[src/rtl/core/qxmm_pkg.sv]
package qxmm_pkg;

   localparam int NROT     = 4;
   localparam int IN_W     = 32;
   localparam int K_W      = 29;
   localparam int FRAC_SH  = 28;             // scale of 1.0 in the Q2.28 mixing terms
   localparam int PROD_W   = IN_W + K_W + 1; // signed product of a moment and sqrt2
   localparam int HALF_W   = IN_W + 1;       // thrust +/- yaw
   localparam int SUM_W    = PROD_W + 1;     // full mix sum
   localparam int DROP_W   = 14;             // mix sum bits below the radicand
   localparam int SPEED_W  = 24;
   localparam int RAD_W    = 2 * SPEED_W;
   localparam int SQ_STEP  = 2;              // root bits resolved per pipeline stage
   localparam int SQ_NS    = SPEED_W / SQ_STEP;

   // sqrt2 in unsigned Q1.28
   localparam logic [K_W-1:0] SQRT2_Q28 = K_W'(379625062);

   typedef logic [NROT-1:0][RAD_W-1:0]   rad_vec_type;
   typedef logic [NROT-1:0][SPEED_W-1:0] speed_vec_type;

   typedef struct packed {
      rad_vec_type     rad;
      logic [NROT-1:0] clamped;
   } mix_out_type;

   typedef struct packed {
      speed_vec_type   speed;
      logic [NROT-1:0] clamped;
   } sqrt_out_type;

endpackage

[src/rtl/core/qxmm_mix.sv]
module qxmm_mix import qxmm_pkg::*; (
   input  logic                   clock,
   input  logic                   reset,
   input  logic                   in_valid,
   output logic                   in_ready,
   input  logic signed [IN_W-1:0] thrust,
   input  logic signed [IN_W-1:0] moment_x,
   input  logic signed [IN_W-1:0] moment_y,
   input  logic signed [IN_W-1:0] moment_z,
   output logic                   out_valid,
   input  logic                   out_ready,
   output mix_out_type            out_item
);

   logic                     v1_ff, v2_ff, v3_ff;
   logic                     adv1, adv2, adv3;
   logic signed [IN_W-1:0]   t_ff, z_ff;
   logic signed [PROD_W-1:0] px_ff, py_ff, px_in, py_in;
   logic signed [HALF_W-1:0] tpz_ff, tmz_ff, tpz_in, tmz_in;
   logic signed [PROD_W-1:0] spp_ff, dpp_ff, spp_in, dpp_in;
   logic signed [SUM_W-1:0]  hi_p, hi_m, lo_s, lo_d;
   logic signed [SUM_W-1:0]  sum [NROT];
   mix_out_type              res_ff, res_in;
   logic [NROT-1:0]          rad_nz;

   assign adv3     = !v3_ff || out_ready;
   assign adv2     = !v2_ff || adv3;
   assign adv1     = !v1_ff || adv2;
   assign in_ready = adv1;

   // stage 1: sqrt2 products
   assign px_in = PROD_W'($signed(moment_x) * $signed({1'b0, SQRT2_Q28}));
   assign py_in = PROD_W'($signed(moment_y) * $signed({1'b0, SQRT2_Q28}));

   // stage 2: pre-adds shared between rotor rows
   assign tpz_in = {t_ff[IN_W-1], t_ff} + {z_ff[IN_W-1], z_ff};
   assign tmz_in = {t_ff[IN_W-1], t_ff} - {z_ff[IN_W-1], z_ff};
   assign spp_in = px_ff + py_ff;
   assign dpp_in = px_ff - py_ff;

   // stage 3: row sums, clamp and radicand
   assign hi_p = {{(SUM_W-HALF_W-FRAC_SH){tpz_ff[HALF_W-1]}}, tpz_ff, FRAC_SH'(0)};
   assign hi_m = {{(SUM_W-HALF_W-FRAC_SH){tmz_ff[HALF_W-1]}}, tmz_ff, FRAC_SH'(0)};
   assign lo_s = {spp_ff[PROD_W-1], spp_ff};
   assign lo_d = {dpp_ff[PROD_W-1], dpp_ff};

   always_comb begin
      sum[0] = hi_p - lo_d;
      sum[1] = hi_m - lo_s;
      sum[2] = hi_p + lo_d;
      sum[3] = hi_m + lo_s;
      for (int r = 0; r < NROT; r++) begin
         res_in.clamped[r] = sum[r][SUM_W-1];
         res_in.rad[r]     = sum[r][SUM_W-1] ? '0 : sum[r][DROP_W +: RAD_W];
      end
   end

   always_ff @(posedge clock) begin
      if (reset) begin
         v1_ff <= 1'b0;
         v2_ff <= 1'b0;
         v3_ff <= 1'b0;
      end else begin
         if (adv1) v1_ff <= in_valid;
         if (adv2) v2_ff <= v1_ff;
         if (adv3) v3_ff <= v2_ff;
      end
   end

   always_ff @(posedge clock) begin
      if (adv1 && in_valid) begin
         t_ff  <= thrust;
         z_ff  <= moment_z;
         px_ff <= px_in;
         py_ff <= py_in;
      end
      if (adv2 && v1_ff) begin
         tpz_ff <= tpz_in;
         tmz_ff <= tmz_in;
         spp_ff <= spp_in;
         dpp_ff <= dpp_in;
      end
      if (adv3 && v2_ff) begin
         res_ff <= res_in;
      end
   end

   assign out_valid = v3_ff;
   assign out_item  = res_ff;

   always_comb begin
      for (int r = 0; r < NROT; r++) begin
         rad_nz[r] = |res_ff.rad[r];
      end
   end

   a_clamp_zero: assert property (@(posedge clock) disable iff (reset)
      v3_ff |-> (res_ff.clamped & rad_nz) == '0)
      else $error("clamped rotor carries a nonzero radicand");

   a_hold_stage1: assert property (@(posedge clock) disable iff (reset)
      v1_ff && !adv2 |=> v1_ff && $stable(px_ff) && $stable(t_ff))
      else $error("stage 1 item lost under stall");

   a_ready_full: assert property (@(posedge clock) disable iff (reset)
      !in_ready |-> v1_ff && v2_ff && v3_ff)
      else $error("input stalled with a bubble in the mixer");

endmodule

[config.mk]
export PLATFORM = sky130hd
export DESIGN_NAME = qxmm_mix
export DESIGN_NICKNAME = d
export VERILOG_FILES = /design/src/rtl/core/qxmm_pkg.sv /design/src/rtl/core/qxmm_mix.sv
export SDC_FILE = /design/constraint.sdc
export NUM_CORES = 2
export LEC_CHECK = 0
export ABC_AREA = 0
export BUFFER_PORTS_ARGS = -buffer_cell sky130_fd_sc_hd__buf_2
export CAP_MARGIN = 20
export CORE_MARGIN = 3
export CORE_UTILIZATION = 30
export CTS_CLUSTER_DIAMETER = 30
export CTS_CLUSTER_SIZE = 8
export DETAILED_ROUTE_END_ITERATION = 8
export GPL_TIMING_DRIVEN = 0
export SLEW_MARGIN = 20
export SYNTH_ARGS = -nofsm -noshare
export SYNTH_HDL_FRONTEND = slang
export SYNTH_SLANG_ARGS = --single-unit
[constraint.sdc]
create_clock -name clock -period 26.6 [get_ports clock]
set_clock_uncertainty 0.1 [all_clocks]
set_input_delay 6.65 -clock clock [delete_from_list [all_inputs] [get_ports clock]]
set_output_delay 6.65 -clock clock [all_outputs]
set_load 0.02 [all_outputs]
==> impl_metrics.ini <==
[run_status]
run_status = completed

[placed_design]
place_inst = 10600
port_buffers = 329
hpwl_mm = 182.6
gp_congestion = 0.9085
dp_slack_ns = 11.03

[floorplan]
die_h_um = 492.0
dieWidth_um = 492.0
pin_count = 330
design.core.area_um2 = 233900
start_util = 0.3030
die-area_um2 = 242100
row_count = 177

[clock_network]
cts_setup_buffers = 0
tritoncts = done
htree_levels = 3
clkSinkCount = 571
numCtsBuffers = 121
holdBufCountCts = 0
worstSkewPairLatency_ns = 0.79
postCtsResizedCells = 0
clkTransAtPathRegs_ns = 0.05
cts_root_buffer = clkbuf_16
cts_buffer_depth = 3

[routing]
vias_per_cell = 4.829
drt_iter0_drc = 3398
drt_wl_total_mm = 217.3
drcViolationCount = 0
num_vias = 52290
wl_per_cell_um = 20.07
drt_pre_antenna_iters = 6
ant_nets = 0

[synth]
synth.largest_area_cell = edfxtp_1
ys.flop_type = edfxtp_1
synth-async-reset-ratio = 0
synth_area_um2 = 70870
synth_top_area_frac = 0.2407
synthTopCellsByArea = edfxtp_1, fa_1, ha_1, inv_1, xnor2_1
yosys.cell_types.count = 86
ys_ff_latch = 571
syn_avg_cell_area_um2 = 9.969
yosysSeqAreaShare = 0.2415
synthCells = 7109
synth_nets = 9047
synth_edf_count = 568
ys_warn_count = 0

[worst_hold_path]
hold_class = reg2reg
holdCritStartpoint = v1_ff

[sta]
relSlewSlack = 0.2627
fmax_mhz = 67.12
drv_slew = 0
worst_pin_slew_ns = 1.078
rsz0062_at_grt = false
fin_crit_sh = 0.5601
setup_ws_ns = 11.70
finalHoldViolations = 0
finalSetupViolations = 0
setup_tns_ns = 0
fin_crit_ns = 14.90

[global_route]
busiest_layer = met2
grt_use_met3 = 0.02448
grt_first_pass_wirelength_mm = 332.5
grt_pass1_vias = 54820
grtUsageTotal = 0.1778
grt_max_degree = 57
grtUsageMet2 = 0.2898
grt_use_met1 = 0.2410
grt_overflow = 0
antenna_found_initial = 33

[setup_path]
worstPathRequired_ns = 26.98
crit_path_start = moment_y[31]
cpMostUsedCell = fa_1
crit_path_start_kind = primary input
cpPeakStageDelay_ns = 0.68
path_class = in2reg
r2r-start = tpz_ff[0]
slowest_stage = o31ai_1
crit_arrival_ns = 15.27
worstSetupEndpointType = register
crit_fanout = 56

[layout]
layout-drive-gt1-share = 0.08429
final_nets = 9529
nFillCells = 23620
multi_input_area_um2 = 47160
fin_cells = 10830
syn2layout_area_growth_pct = 15.00
final_core_util = 0.3485
seq_area_um2 = 17120

[flow_run]
max_cap_violations = 0
-- flip-flops by register name, summed over array words and instances (netlist names) --
register	count
v1_ff	1
z_ff	32
tmz_ff	32
dpp_ff	60
py_ff	61
tpz_ff	33
out_item	196
out_valid	1
v2_ff	1
px_ff	61
t_ff	32
spp_ff	61
-- layout by cell type, fill, tap and decap left out, types with 120 or more instances in the layout --
cell	netlist	routed
inv_1	1541	1539
ha_1	978	978
fa_1	828	828
edfxtp_1	568	568
a21oi_1	463	463
nor2_1	447	447
xnor2_1	361	361
buf_2	22	349
o21ai_0	207	207
nand2_1	200	200
clkbuf_1	153	160
a21o_1	127	127
clkbuf_16	0	121
nor3_1	120	120
-- layer usage --
metal / routed length (um) / vias to the layer above
met1: 99020 / 26140
met2: 99430 / 1276
li1: - / 24550
met4: 8005 / 32
met5: 198 / -
met3: 10680 / 288
-- cells in the mapped netlist, types with 9 or more instances --
cell type  count
a2111oi_0     15
a211o_1       16
a211oi_1      28
a21o_1       127
a21oi_1      463
a221oi_1      23
a31oi_1       54
and2_1        32
and3_1        27
buf_1         12
buf_2         22
clkbuf_1     153
edfxtp_1     568
fa_1         828
ha_1         978
inv_1       1541
mux2_2        14
mux2i_1       13
nand2_1      200
nand2b_1      40
nand3_1       79
nand4_1       70
nor2_1       447
nor2b_1       52
nor3_1       120
nor3b_1       12
nor4_1        57
o2111ai_1      9
o211ai_1      24
o21a_1        40
o21ai_0      207
o21bai_1     114
o221ai_1      11
o31a_1        11
o31ai_1       51
o41ai_1        9
or2_2         16
or3_1         26
xnor2_1      361
xor2_1        78
-- logic make-up (layout without fill, tap and decap cells) --
kind of cell / after synthesis / after routing / synth area share
adders and majority gates: 1806 / 1806 / 0.4066
buffers and inverters: 1747 / 2314 / 0.09356
AOI/OAI and AO/OA: 1303 / 1303 / 0.1174
and+or+nand+nor: 1215 / 1215 / 0.08243
DFF: 571 / 571 / 0.2415
xor gates and xnor gates: 439 / 439 / 0.05426
muxes: 28 / 28 / 0.004220
other: 0 / 19 / 0
-- worst max-delay path: cells and delay by family --
family          cells  cell delay (ns)
compound gates      5             1.69
fa+ha+maj           8             3.52
buf+inv             8             2.49
xor+xnor            2             0.40
simple gates        3             0.45
-- layout make-up --
type / instances / area share
Tap cell: 3132 / 0.04808
Timing Repair Buffer: 359 / 0.02945
Multi-Input combinational cell: 4791 / 0.5787
Buffer: 196 / 0.009918
Clock buffer: 128 / 0.03748
Clock inverter: 80 / 0.01428
Sequential cell: 571 / 0.2100
Antenna cell: 19 / 0.0005834
Inverter: 1551 / 0.07147
-- stage by stage --
| step | area [um^2] | hold WS, ns |
|---|---|---|
| floorplan | 70870 | 0.3756 |
| global placement | 76430 | 0.3921 |
| detailed placement | 77230 | 0.4587 |
| CTS | 81450 | 0.4675 |
| global route | 81460 | 0.5110 |
| finish | 81500 | 0.4655 |
-- final timing paths --
kind                   endpoint  slack [ns]  cells past startpoint
setup reg to reg  out_item[142]       21.57                     15
hold reg to reg           v2_ff        0.47                      2
setup / recovery      py_ff[60]       11.70                     26
hold / removal            v2_ff        0.47                      2
Power is not shown: default switching activity piles up to over one toggle a cycle in this logic, so the estimate is an artifact.
